`src/sv/ffa_pkg.sv`:
```
// Shared types, codes and defaults of the first-fit allocator.
package ffa_pkg;

	localparam int HOLE_SLOTS_DEF = 16;
	localparam int PROC_IDS_DEF   = 256;
	localparam int ADDR_BITS_DEF  = 24;
	localparam int MEM_SIZE_W     = 25;
	localparam int MEM_SIZE_RST   = 65536;
	localparam int PID_W          = 8;
	localparam int TYPE_W         = 2;
	localparam int STATUS_W       = 3;

	typedef enum logic [TYPE_W-1:0] {
		REQ_ALLOC = 2'd0,
		REQ_FREE  = 2'd1,
		REQ_ADD   = 2'd2,
		REQ_NOP   = 2'd3
	} req_t;

	typedef enum logic [STATUS_W-1:0] {
		ST_OK      = 3'd0,
		ST_TAKEN   = 3'd1,
		ST_NOFIT   = 3'd2,
		ST_NOPROC  = 3'd3,
		ST_BADHOLE = 3'd4,
		ST_FULL    = 3'd5,
		ST_ZERO    = 3'd6
	} status_t;

	typedef enum logic [2:0] {
		CMD_NONE,
		CMD_LOAD,
		CMD_PREP,
		CMD_SCAN,
		CMD_SHIFT,
		CMD_MERGE,
		CMD_REWIND,
		CMD_FLUSH
	} dp_op_t;

	typedef struct packed {
		dp_op_t  op;
		logic    merge_wr;
		logic    finish;
		status_t code;
	} dp_cmd_t;

	typedef struct packed {
		req_t req;
		logic pid_bad;
		logic size_zero;
		logic taken;
		logic hole_bad;
		logic hit;
		logic exact;
		logic scan_end;
		logic shift_end;
		logic merge_end;
		logic fits;
		logic out_busy;
	} dp_sts_t;

	typedef enum logic [2:0] {
		S_IDLE,
		S_DECODE,
		S_PREP,
		S_SCAN,
		S_SHIFT,
		S_COUNT,
		S_WRITE,
		S_DONE
	} ctrl_state_t;

endpackage

```
`src/sv/ffa_ctrl.sv`:
```
// Controller state machine of the allocator.
module ffa_ctrl import ffa_pkg::*; (
	input  logic    clk,
	input  logic    arst_n,
	input  logic    in_valid,
	output logic    in_ready,
	input  dp_sts_t sts,
	output dp_cmd_t cmd
);

	ctrl_state_t state_q, state_d;
	status_t     code_q, code_d;

	always_ff @(posedge clk or negedge arst_n) begin
		if (!arst_n) begin
			state_q <= S_IDLE;
			code_q  <= ST_OK;
		end else begin
			state_q <= state_d;
			code_q  <= code_d;
		end
	end

	// next state
	always_comb begin
		state_d = state_q;
		code_d  = code_q;
		case (state_q)
			S_IDLE: begin
				if (in_valid)
					state_d = S_DECODE;
			end
			S_DECODE: begin
				state_d = S_DONE;
				case (sts.req)
					REQ_ALLOC: begin
						if (sts.pid_bad)
							code_d = ST_NOPROC;
						else if (sts.size_zero)
							code_d = ST_ZERO;
						else if (sts.taken)
							code_d = ST_TAKEN;
						else
							state_d = S_SCAN;
					end
					REQ_FREE: begin
						if (sts.pid_bad || !sts.taken)
							code_d = ST_NOPROC;
						else
							state_d = S_PREP;
					end
					REQ_ADD: begin
						if (sts.hole_bad)
							code_d = ST_BADHOLE;
						else
							state_d = S_PREP;
					end
					default: code_d = ST_OK;
				endcase
			end
			S_PREP: state_d = S_COUNT;
			S_SCAN: begin
				if (sts.scan_end) begin
					code_d  = ST_NOFIT;
					state_d = S_DONE;
				end else if (sts.hit) begin
					code_d  = ST_OK;
					state_d = sts.exact ? S_SHIFT : S_DONE;
				end
			end
			S_SHIFT: begin
				if (sts.shift_end)
					state_d = S_DONE;
			end
			S_COUNT: begin
				if (sts.merge_end) begin
					if (sts.fits) begin
						state_d = S_WRITE;
					end else begin
						code_d  = ST_FULL;
						state_d = S_DONE;
					end
				end
			end
			S_WRITE: begin
				if (sts.merge_end) begin
					code_d  = ST_OK;
					state_d = S_DONE;
				end
			end
			S_DONE: begin
				if (!sts.out_busy)
					state_d = S_IDLE;
			end
			default: state_d = S_IDLE;
		endcase
	end

	// outputs
	always_comb begin
		in_ready     = 1'b0;
		cmd.op       = CMD_NONE;
		cmd.merge_wr = 1'b0;
		cmd.finish   = 1'b0;
		cmd.code     = code_q;
		case (state_q)
			S_IDLE: begin
				in_ready = 1'b1;
				if (in_valid)
					cmd.op = CMD_LOAD;
			end
			S_PREP:  cmd.op = CMD_PREP;
			S_SCAN: begin
				if (!sts.scan_end)
					cmd.op = CMD_SCAN;
			end
			S_SHIFT: cmd.op = CMD_SHIFT;
			S_COUNT: begin
				if (!sts.merge_end)
					cmd.op = CMD_MERGE;
				else if (sts.fits)
					cmd.op = CMD_REWIND;
			end
			S_WRITE: begin
				cmd.merge_wr = 1'b1;
				cmd.op       = sts.merge_end ? CMD_FLUSH : CMD_MERGE;
			end
			S_DONE: begin
				cmd.finish = !sts.out_busy;
			end
			default: begin
			end
		endcase
	end

endmodule

```
`config.mk`:
```
export PLATFORM = sky130hd
export DESIGN_NAME = ffa_ctrl
export DESIGN_NICKNAME = d
export VERILOG_FILES = /design/src/sv/ffa_pkg.sv /design/src/sv/ffa_ctrl.sv
export SDC_FILE = /design/constraint.sdc
export NUM_CORES = 1
export LEC_CHECK = 0
export BUFFER_PORTS_ARGS = -buffer_cell sky130_fd_sc_hd__clkbuf_2
export CORE_MARGIN = 4
export CORE_UTILIZATION = 47
export DETAILED_ROUTE_END_ITERATION = 8
export PLACE_DENSITY = 0.79
export SLEW_MARGIN = 20
export SYNTH_ARGS = -nofsm -noshare
export SYNTH_HDL_FRONTEND = slang
export SYNTH_SLANG_ARGS = --single-unit
```
`constraint.sdc`:
```
create_clock -name clk -period 2.4 [get_ports clk]
set_clock_uncertainty 0.15 [all_clocks]
set_input_delay 0.48 -clock clk [delete_from_list [all_inputs] [get_ports clk]]
set_output_delay 0.48 -clock clk [all_outputs]
set_load 0.02 [all_outputs]
```
==> Yosys cells after proc, flatten, opt, wreduce, memory -nomap -nowiden <==
Index checks and enable logic that the tools add are counted.
{ "word_totals": {"output_inout_bits": 9, "word_cells": 66, "reg_bits": 6, "in_bits": 16} }
{ "op_classes": {"muxes": 37, "n_eq_ne": 19, "n_reduce_logical": 8} }
{ "ops": {"columns": ["operator", "count"], "rows": [
  ["3-bit two-way mux", 24],
  ["3-bit case mux with 8 select lines", 1],
  ["3-bit case mux with 3 select lines", 2],
  ["3-bit case mux with 6 select lines", 1],
  ["3-bit equality test (second input constant)", 4],
  ["2-bit inequality test (second input constant)", 6],
  ["3-bit case mux with 4 select lines", 1],
  ["3-bit inequality test (second input constant)", 3],
  ["8-bit AND reduction", 1],
  ["3-bit by 2-bit equality test with 1-bit output (second input constant)", 2],
  ["2-bit two-way mux", 3],
  ["6-bit AND reduction", 1],
  ["1-bit two-way mux", 5],
  ["5-bit inequality test (second input constant)", 1],
  ["4-bit nonzero test", 1],
  ["3-bit by 1-bit equality test with 1-bit output (second input constant)", 1],
  ["3-bit logical NOT", 1],
  ["2-bit by 1-bit equality test with 1-bit output (second input constant)", 1],
  ["2-bit equality test (second input constant)", 1],
  ["1-bit logical NOT", 2],
  ["2-bit logical NOT", 1],
  ["1-bit logical OR", 1]
]} }

==> Logic depth before layout (Yosys ltp) <==
Gate-level depths: netlist of run 1.
{ "depth": {"ltp_word": 5, "ltp_mapped": 6, "depth_no_buf": 5} }

==> Least setup slack after synthesis of run 1 <==
Ideal clock, no wire load.
{ "synth_timing": {"path_kind": "input port to flip-flop", "from": "input port sts[12] (netlist name)", "to": "register code_q[0]", "t_arrival_ns": 1.675, "required_ns": 2.125, "setup_time_ns": 0.125, "setup_slack_ns": 0.449, "path_buffers": 0, "path_stages": 5, "cell_sequence": "nor3b_1 -> a31oi_2 -> a21boi_1 -> or4b_4 -> mux2_4"} }
{ "synth_via": {"elab_chain_cells": 3, "elab_cells_between_ends": 9, "cone_classes": "5 x eq/ne; 2 x mux; 2 x reduce/logical"} }
{ "synth_rtl": {"columns": ["item", "line_no", "source"], "rows": [
  ["start, declared", "ffa_ctrl.sv:7", "input dp_sts_t sts,"],
  ["2-bit equality test, or another cell as far along", "ffa_ctrl.sv:35", "case (sts.req)"],
  ["3-bit case mux with 3 select lines, or another cell as far along", "ffa_ctrl.sv:35", null],
  ["3-bit case mux with 4 select lines / 8-bit AND reduction (equally long branches)", null, null],
  ["end signal, assigned", "ffa_ctrl.sv:20", "code_q <= code_d;"],
  ["end, declared", "ffa_ctrl.sv:12", "status_t code_q, code_d;"]
]} }
Several ways; a longest one is shown, not always the timed one.
A chain may end at the register's enable or synchronous reset.

==> results.toml, run 1 <==
[status]
status = "finished clean"

[yosys]
synth_nets = 98
yosysUniqueCellTypes = 38
synthCells = 82
ys_ff_latch = 6
synth_area_per_cell_um2 = 7.965
synth_area_um2 = 653.1
yosysSeqAreaShare = 0.2299
ys_warn_count = 0

[worst_setup_path]
r2r_end = "code_q[2]$_DFFE_PN0P_"
cp-start-kind = "register"
crit_arrival_ns = 1.64
end_kind = "output pin"
regToRegStartpoint = "state_q[1]$_DFFE_PN0P_"
cp.required_ns = 1.77
reg2reg_depth = 4
rrSetupSlack_ns = 0.27
critPathMaxFanout = 15
crit_type = "register to output pin"

[timing]
finalSetupViolations = 0
setup-tns-final_ns = 0
hold_viol_final = 0
fin_crit_ns = 2.272
post-route-period-util = 0.9468
rsz0062_at_grt = "no"
timing.final.max_slew_violations = 0
fmax_ghz = 0.4401
worstMarginPinSlew_ns = 0.5037
layout_setup_ws_ns = 0.1276
slew_headroom = 0.6642

[drt]
drt-total-wl_um = 1653
drt-pass1-iter-count = 4
vias = 723
drt_iter0_markers = 15
drtAntennaViolNets = 0
detail_route.drc_violations = 0
wl_per_cell_um = 13.33
vias_per_cell = 5.831

[grt]
grt_pass1_wl_um = 2766
grt_use_total = 0.1852
antenna_found_initial = 0
grt_start_max_net_pins = 16
first_global_vias = 661
gr-total-overflow = 0

[floorplanning]
die_h_um = 45.28
ios = 25
die-area_um2 = 2050
die_width_um = 45.28
start_util = 0.5019
rows = 13
coreArea_um2 = 1301

[place]
portBuffers = 24
place_congestion = 0.7754
place_hpwl_um = 1317
place_ws_ns = 0.2342

[clocking]
postCtsSetupBuffers = 0
clock_path_buffers = 2
path_clk_slew_ns = 0.04
post_cts_resize_count = 0
htreeDepth = 1
root_buffer = "clkbuf_4"
cts_sinks = 6
cts_inserted_buffers = 3
ctsHoldBuffers = 1
cts_tree = "done"
insertion_delay_ns = 0.25

[hold_path]
hold_depth = 1
min_delay_worst_endpoint = "code_q[0]$_DFFE_PN0P_"
hold_path_class = "register to register"
min-delay-start = "code_q[0]$_DFFE_PN0P_"

[layout]
nFillCells = 114
drive_gt1_frac = 0.3670
syn2layout_area_growth_pct = 25.29
nets = 127
n_antenna_cell = 0

[power_and_ir_drop]
p_leak_uw = 0.0004136
p_per_area_nw_per_um2 = 1379
irDropWorstVdd_uv = 573.2

[job]
maxCapViolCount = 0
==> worst max-delay path, stage by stage (launching register included) <==
cell and delay [ns]:
dfrtp_1 0.56, inv_2 0.12, nand2_1 0.07, buf_4 0.16
o211ai_1 0.18, o21a_1 0.14, clkbuf_2 0.16
==> how the worst max path moves through the flow <==
stage	slack, ns	startpoint	to	cells after the start
floorplan	0.45	sts[12]	code_q[0]$_DFFE_PN0P_	5
detailed placement	0.23	sts[12]	code_q[2]$_DFFE_PN0P_	6
finish	0.13	state_q[1]$_DFFE_PN0P_	cmd[5]	6
global route	0.04	state_q[1]$_DFFE_PN0P_	cmd[5]	6
global placement	0.28	sts[12]	code_q[0]$_DFFE_PN0P_	6
CTS	0.13	state_q[1]$_DFFE_PN0P_	cmd[5]	6
==> flip-flops by register name, indices dropped and copies added (netlist names) <==
| signal | count |
|---|---|
| code_q | 3 |
| state_q | 3 |
==> metal layers <==
metal	wire length (µm)	GRT usage
met4	0	0.08187
met3	150	0.02390
met5	0	0
met2	833	0.3192
met1	669	0.2274
==> per-stage QoR <==
stage          utilization  instance area [µm²]  power, µW  instances  hold WS (ns)
2_1_floorplan            -                653.1      842.3         82       0.03441
3_3_place_gp        0.6038                785.8       1008        120        0.1566
3_5_place_dp        0.6038                785.8       1030        120        0.1550
4_1_cts             0.6288                818.3       1128        124        0.3646
5_1_grt             0.6288                818.3       1215        124        0.3731
6_report            0.6288                818.3       1128        124        0.3646
==> kinds of logic (layout without fill, tap and decap cells) <==
family / after synthesis / in the layout / share of synthesized area
AOI/OAI and AO/OA: 30 / 30 / 0.3180
and+or+nand+nor: 29 / 29 / 0.2433
buffers and inverters: 11 / 38 / 0.09577
DFF: 6 / 6 / 0.2299
muxes: 5 / 5 / 0.09961
xor gates and xnor gates: 1 / 1 / 0.01341
==> cells in the final DEF, fill, tap and decap left out, types with 2 or more instances in the layout <==
cell type,synthesis,final
a211oi_1,2,2
a21boi_1,2,2
a21o_1,2,2
a21oi_1,4,4
buf_4,1,5
clkbuf_2,0,24
clkbuf_4,0,3
dfrtp_1,6,6
inv_1,4,4
mux2_4,3,3
mux2i_1,2,2
nand2_1,5,5
nand2b_1,2,2
nor2_1,10,10
nor3_1,3,3
nor3b_1,2,2
o211ai_1,2,2
o21ai_0,6,6
o21ai_1,3,3
==> Yosys cell counts <==
master     number  area share
nor2_1         10       0.057
dfrtp_1         6        0.23
o21ai_0         6       0.046
nand2_1         5       0.029
a21oi_1         4       0.031
inv_1           4       0.023
mux2_4          3       0.069
nor3_1          3       0.023
o21ai_1         3       0.023
a211oi_1        2       0.023
a21boi_1        2       0.023
a21o_1          2       0.023
buf_2           2       0.015
buf_6           2       0.034
mux2i_1         2       0.031
nand2b_1        2       0.019
nor3b_1         2       0.023
o211ai_1        2       0.023
a211o_1         1       0.013
a22oi_1         1       0.011
a31oi_2         1       0.019
a32o_1          1       0.015
a32o_2          1       0.017
buf_4           1       0.011
clkbuf_1        1      0.0057
inv_2           1      0.0057
nand2_2         1      0.0096
nand3_1         1      0.0077
nand4_1         1      0.0096
nand4bb_1       1       0.017
o21a_1          1       0.011
o21ba_1         1       0.015
o22ai_1         1      0.0096
o32ai_1         1       0.013
or2b_1          1       0.011
or4b_1          1       0.015
or4b_4          1       0.021
xnor2_1         1       0.013
==> where the power goes <==
group          total, µW  leakage, µW  internal, µW  switching, µW
Sequential           252    0.0000695           153           99.3
Combinational        783     0.000330           385            398
Clock               93.5    0.0000138          56.6           36.9
Total               1130     0.000414           594            534
==> cell type report <==
type | count | area, µm² | area share
Inverter | 5 | 18.77 | 0.02294
Sequential cell | 6 | 150.1 | 0.1835
Tap cell | 15 | 18.77 | 0.02294
Timing Repair Buffer | 30 | 167.7 | 0.2049
Multi-Input combinational cell | 65 | 440.4 | 0.5382
Clock buffer | 3 | 22.52 | 0.02752
Power figures use the tool's default switching activity.
==> run 2: changes to the inputs <==
--- a/config.mk
+++ b/config.mk
@@ -10,6 +10,7 @@
 export CORE_UTILIZATION = 47
 export DETAILED_ROUTE_END_ITERATION = 8
 export PLACE_DENSITY = 0.79
+export RECOVER_POWER = 50
 export SLEW_MARGIN = 20
 export SYNTH_ARGS = -nofsm -noshare
 export SYNTH_HDL_FRONTEND = slang
==> results.toml, run 2 (same netlist as run 1, synthesis figures left out) <==
[timing]
fmax_ghz = 0.4408
setup-tns-final_ns = 0
post-route-period-util = 0.9453
timing.final.max_slew_violations = 0
hold_viol_final = 0
worstMarginPinSlew_ns = 0.5146
fin_crit_ns = 2.269
slew_headroom = 0.6570
layout_setup_ws_ns = 0.1314
rsz0062_at_grt = "no"
finalSetupViolations = 0

[layout]
post-route-util = 0.6250
nets = 127
final_common_cell = "clkbuf_2"
n_antenna_cell = 0
final_cell_mix = "clkbuf_2 (20), nor2_1 (10), o21ai_0 (6), dfrtp_1 (6)"
nFillCells = 116
syn2layout_area_growth_pct = 24.52
reg_top3 = "code_q x3, state_q x3"
drive_gt1_frac = 0.3303

[grt]
grt_pass1_wl_um = 2766
antenna_found_initial = 0
gr-total-overflow = 0
first_global_vias = 661
grt_start_max_net_pins = 16
grt_use_total = 0.1852

[clocking]
root_buffer = "clkbuf_4"
path_clk_slew_ns = 0.04
clock_path_buffers = 2
cts_sinks = 6
insertion_delay_ns = 0.24
cts_tree = "done"
cts_inserted_buffers = 3
htreeDepth = 1
postCtsSetupBuffers = 0

[floorplanning]
ios = 25
start_util = 0.5019
die-area_um2 = 2050
die_h_um = 45.28
coreArea_um2 = 1301
rows = 13
die_width_um = 45.28

[place]
place_congestion = 0.7754
place_ws_ns = 0.2342
place_hpwl_um = 1317
portBuffers = 24

[drt]
drt-pass1-iter-count = 4
drt_iter0_markers = 14
detail_route.drc_violations = 0
vias_per_cell = 5.831
vias = 723
drt-total-wl_um = 1649
wl_per_cell_um = 13.30
drtAntennaViolNets = 0

[worst_setup_path]
crit_type = "register to output pin"
cp.required_ns = 1.77
slowest_stage = "dfrtp_1"
crit_arrival_ns = 1.64
crit_family = "flip-flops"
cp-start-kind = "register"
crit_buf_inv = 3
critPathMaxFanout = 15
end_kind = "output pin"
cp_cell_sequence = "inv_2, nand2_1, buf_4, o211ai_1, o21a_1, clkbuf_2"
critical-path-max-stage-delay_ns = 0.56

[hold_path]
hold_path_class = "register to register"

[power_and_ir_drop]
p_per_area_nw_per_um2 = 1377
irDropWorstVdd_uv = 575.2
p_leak_uw = 0.0004014

[job]
maxCapViolCount = 0

[status]
status = "finished clean"
run 2: worst register-to-register path: cells and delay by family, from the launching register on:
family / cells / cell delay, ns
flip-flops: 1 / 0.66
AND/OR/NAND/NOR: 1 / 0.58
multiplexers: 1 / 0.32
XOR/XNOR: 1 / 0.18
AO/OA/AOI/OAI: 1 / 0.15
run 2: final cells by class:
type	instances	area, µm²	share of cell area
clock buffer	3	22.52	0.02769
timing repair buffer	30	162.7	0.2000
sequential	6	150.1	0.1846
tap	15	18.77	0.02308
inverter	5	18.77	0.02308
multi-input combinational	65	440.4	0.5415
run 2: where the power goes:
part           switching [µW]  internal, µW
combinational             399           378
sequential                101           153
clock                    32.9          56.3
total                     533           588
run 2: path summary, 6_finish.rpt:
path	start	end	slack (ns)	cells past startpoint
setup / recovery	state_q[1]$_DFFE_PN0P_	cmd[5]	0.13	6
hold / removal	code_q[1]$_DFFE_PN0P_	code_q[1]$_DFFE_PN0P_	0.37	1
setup reg to reg	state_q[1]$_DFFE_PN0P_	code_q[2]$_DFFE_PN0P_	0.26	4
hold reg to reg	code_q[1]$_DFFE_PN0P_	code_q[1]$_DFFE_PN0P_	0.37	1
max in group asynchronous	arst_n	code_q[2]$_DFFE_PN0P_	1.40	2
min in group asynchronous	arst_n	code_q[1]$_DFFE_PN0P_	0.48	2
run 2: per-layer routing:
layer  vias up  global-route usage  part of all wire
met5         -                   0                 0
met4         0             0.08187                 0
met3         0             0.02390             0.078
met2        28              0.3192              0.50
met1       335              0.2274              0.42
li1        360                   -                 -
run 2: what timing repair did:
item	CTS	global route
resized for setup	0	0
hold buffers	1	0
setup endpoints to repair	0	0
hold endpoints to repair	6	0
run 2: per-stage QoR:
stage          cells  power, µW  instance area [µm²]  hold WS [ns]
2_1_floorplan     82      842.3                653.1       0.03441
3_3_place_gp     120       1008                785.8        0.1566
3_5_place_dp     120       1030                785.8        0.1550
4_1_cts          124       1128                818.3        0.3646
5_1_grt          124       1209                813.3        0.3716
6_report         124       1120                813.3        0.3654
==> run 3: changes to the inputs <==
--- a/config.mk
+++ b/config.mk
@@ -7,9 +7,9 @@
 export LEC_CHECK = 0
 export BUFFER_PORTS_ARGS = -buffer_cell sky130_fd_sc_hd__clkbuf_2
 export CORE_MARGIN = 4
-export CORE_UTILIZATION = 47
+export CORE_UTILIZATION = 45
 export DETAILED_ROUTE_END_ITERATION = 8
-export PLACE_DENSITY = 0.79
+export PLACE_DENSITY = 0.76
 export RECOVER_POWER = 50
 export SLEW_MARGIN = 20
 export SYNTH_ARGS = -nofsm -noshare
==> results.toml, run 3 (same netlist as run 1, synthesis figures left out) <==
[status]
status = "finished clean"

[power_and_ir_drop]
seqPwrFrac = 0.223
switching_share = 0.4643
p_per_area_nw_per_um2 = 1361
pwr-share-clk = 0.080
p_leak_uw = 0.0004018
irDropWorstVdd_uv = 559.4
switchingPower_uw = 517.2
power_frac_comb = 0.697
internal_power_uw = 596.8

[clocking]
insertion_delay_ns = 0.24
root_buffer = "clkbuf_4"
cts_inserted_buffers = 3
cts_sinks = 6
post_cts_resize_count = 0
cts_tree = "done"
postCtsSetupBuffers = 0
path_clk_slew_ns = 0.04
clock_path_buffers = 2
htreeDepth = 1

[floorplanning]
rows = 13
coreArea_um2 = 1334
die-area_um2 = 2125
ios = 25
die_width_um = 46.10
die_h_um = 46.10
start_util = 0.4897

[worst_setup_path]
crit_arrival_ns = 1.58
end_kind = "output pin"
crit_type = "register to output pin"
cp.required_ns = 1.77
reg2reg_depth = 4
critPathMaxFanout = 15
cp-start-kind = "register"

[grt]
grt_start_max_net_pins = 16
grt_pass1_wl_um = 2539
gr-total-overflow = 0
first_global_vias = 618
antenna_found_initial = 0
grt_use_total = 0.1705

[timing]
finalSetupViolations = 0
slew_headroom = 0.6762
setup-tns-final_ns = 0
worstMarginPinSlew_ns = 0.4857
post-route-period-util = 0.9190
fin_hold_ws_ns = 0.3597
fmax_ghz = 0.4534
layout_setup_ws_ns = 0.1944
fin_crit_ns = 2.206
hold_viol_final = 0
rsz0062_at_grt = "no"
timing.final.max_slew_violations = 0

[drt]
drtAntennaViolNets = 0
vias_per_cell = 5.789
wl_per_cell_um = 12.90
drt-pass1-iter-count = 4
drt-total-wl_um = 1587
drt_iter0_markers = 13
vias = 712
detail_route.drc_violations = 0

[place]
place_ws_ns = 0.2368
place_hpwl_um = 1316
portBuffers = 24
place_congestion = 0.7427

[layout]
syn2layout_area_growth_pct = 25.29
final_common_cell = "clkbuf_2"
nFillCells = 144
nets = 126
drive_gt1_frac = 0.3241
reg_top3 = "code_q x3, state_q x3"
final_cell_mix = "clkbuf_2 (20), nor2_1 (10), o21ai_0 (6), dfrtp_1 (6), nand2_1 (5)"
n_antenna_cell = 0

[hold_path]
hold_path_class = "register to register"
hold_depth = 1

[job]
maxCapViolCount = 0
run 3: changes by cell type in the layout (fill, tap and decap cells not counted), sizes merged:
cell  delta
buf      -1
run 3: power by group through the flow:
| stage | clock, µW | combinational (µW) | sequential, µW |
|---|---|---|---|
| 6_report | 89.2 | 777 | 248 |
| 3_5_place_dp | 0 | 789 | 251 |
| 4_1_cts | 92.5 | 793 | 249 |
| 2_1_floorplan | 0 | 636 | 206 |
| 3_3_place_gp | 0 | 773 | 247 |
| 5_1_grt | 98.9 | 854 | 260 |
run 3: metal layers:
| metal | GRT usage | vias up | share of wire |
|---|---|---|---|
| met4 | 0.06818 | 0 | 0.0063 |
| met3 | 0.03516 | 2 | 0.076 |
| met1 | 0.2028 | 330 | 0.41 |
| li1 | - | 356 | - |
| met5 | 0 | - | 0 |
| met2 | 0.2940 | 24 | 0.51 |
run 3: layout make-up:
cell class	count	area [µm²]	share of cell area
Sequential cell	6	150.1	0.1835
Timing Repair Buffer	29	167.7	0.2049
Tap cell	15	18.77	0.02294
Inverter	5	18.77	0.02294
Multi-Input combinational cell	65	440.4	0.5382
Clock buffer	3	22.52	0.02752
run 3: worst max-delay path, stage by stage (launching register included):
cell and delay (ns):
dfrtp_1 0.64, buf_4 0.22, nor2_1 0.05, nand2_1 0.06
o21ai_1 0.06, o21a_1 0.16, clkbuf_2 0.15
run 3: through the flow:
step	cell area (µm²)	util	cells	power, µW
3_5_place_dp	790.8	0.5929	119	1040
2_1_floorplan	653.1	-	82	842.3
3_3_place_gp	790.8	0.5929	119	1020
4_1_cts	823.3	0.6173	123	1134
6_report	818.3	0.6135	123	1114
5_1_grt	818.3	0.6135	123	1212
run 3: path summary, 6_finish.rpt:
path,from,end,slack [ns]
max,state_q[1]$_DFFE_PN0P_,cmd[5],0.19
min,code_q[1]$_DFFE_PN0P_,code_q[1]$_DFFE_PN0P_,0.36
max reg2reg,state_q[1]$_DFFE_PN0P_,code_q[2]$_DFFE_PN0P_,0.29
min reg2reg,code_q[1]$_DFFE_PN0P_,code_q[1]$_DFFE_PN0P_,0.36
max in group asynchronous,arst_n,code_q[1]$_DFFE_PN0P_,1.39
min in group asynchronous,arst_n,state_q[1]$_DFFE_PN0P_,0.48
run 3: repair_timing:
| action | CTS | global route |
|---|---|---|
| setup endpoints to repair | 0 | 0 |
| hold buffers | 1 | 0 |
| endpoints found under the hold margin | 6 | 0 |
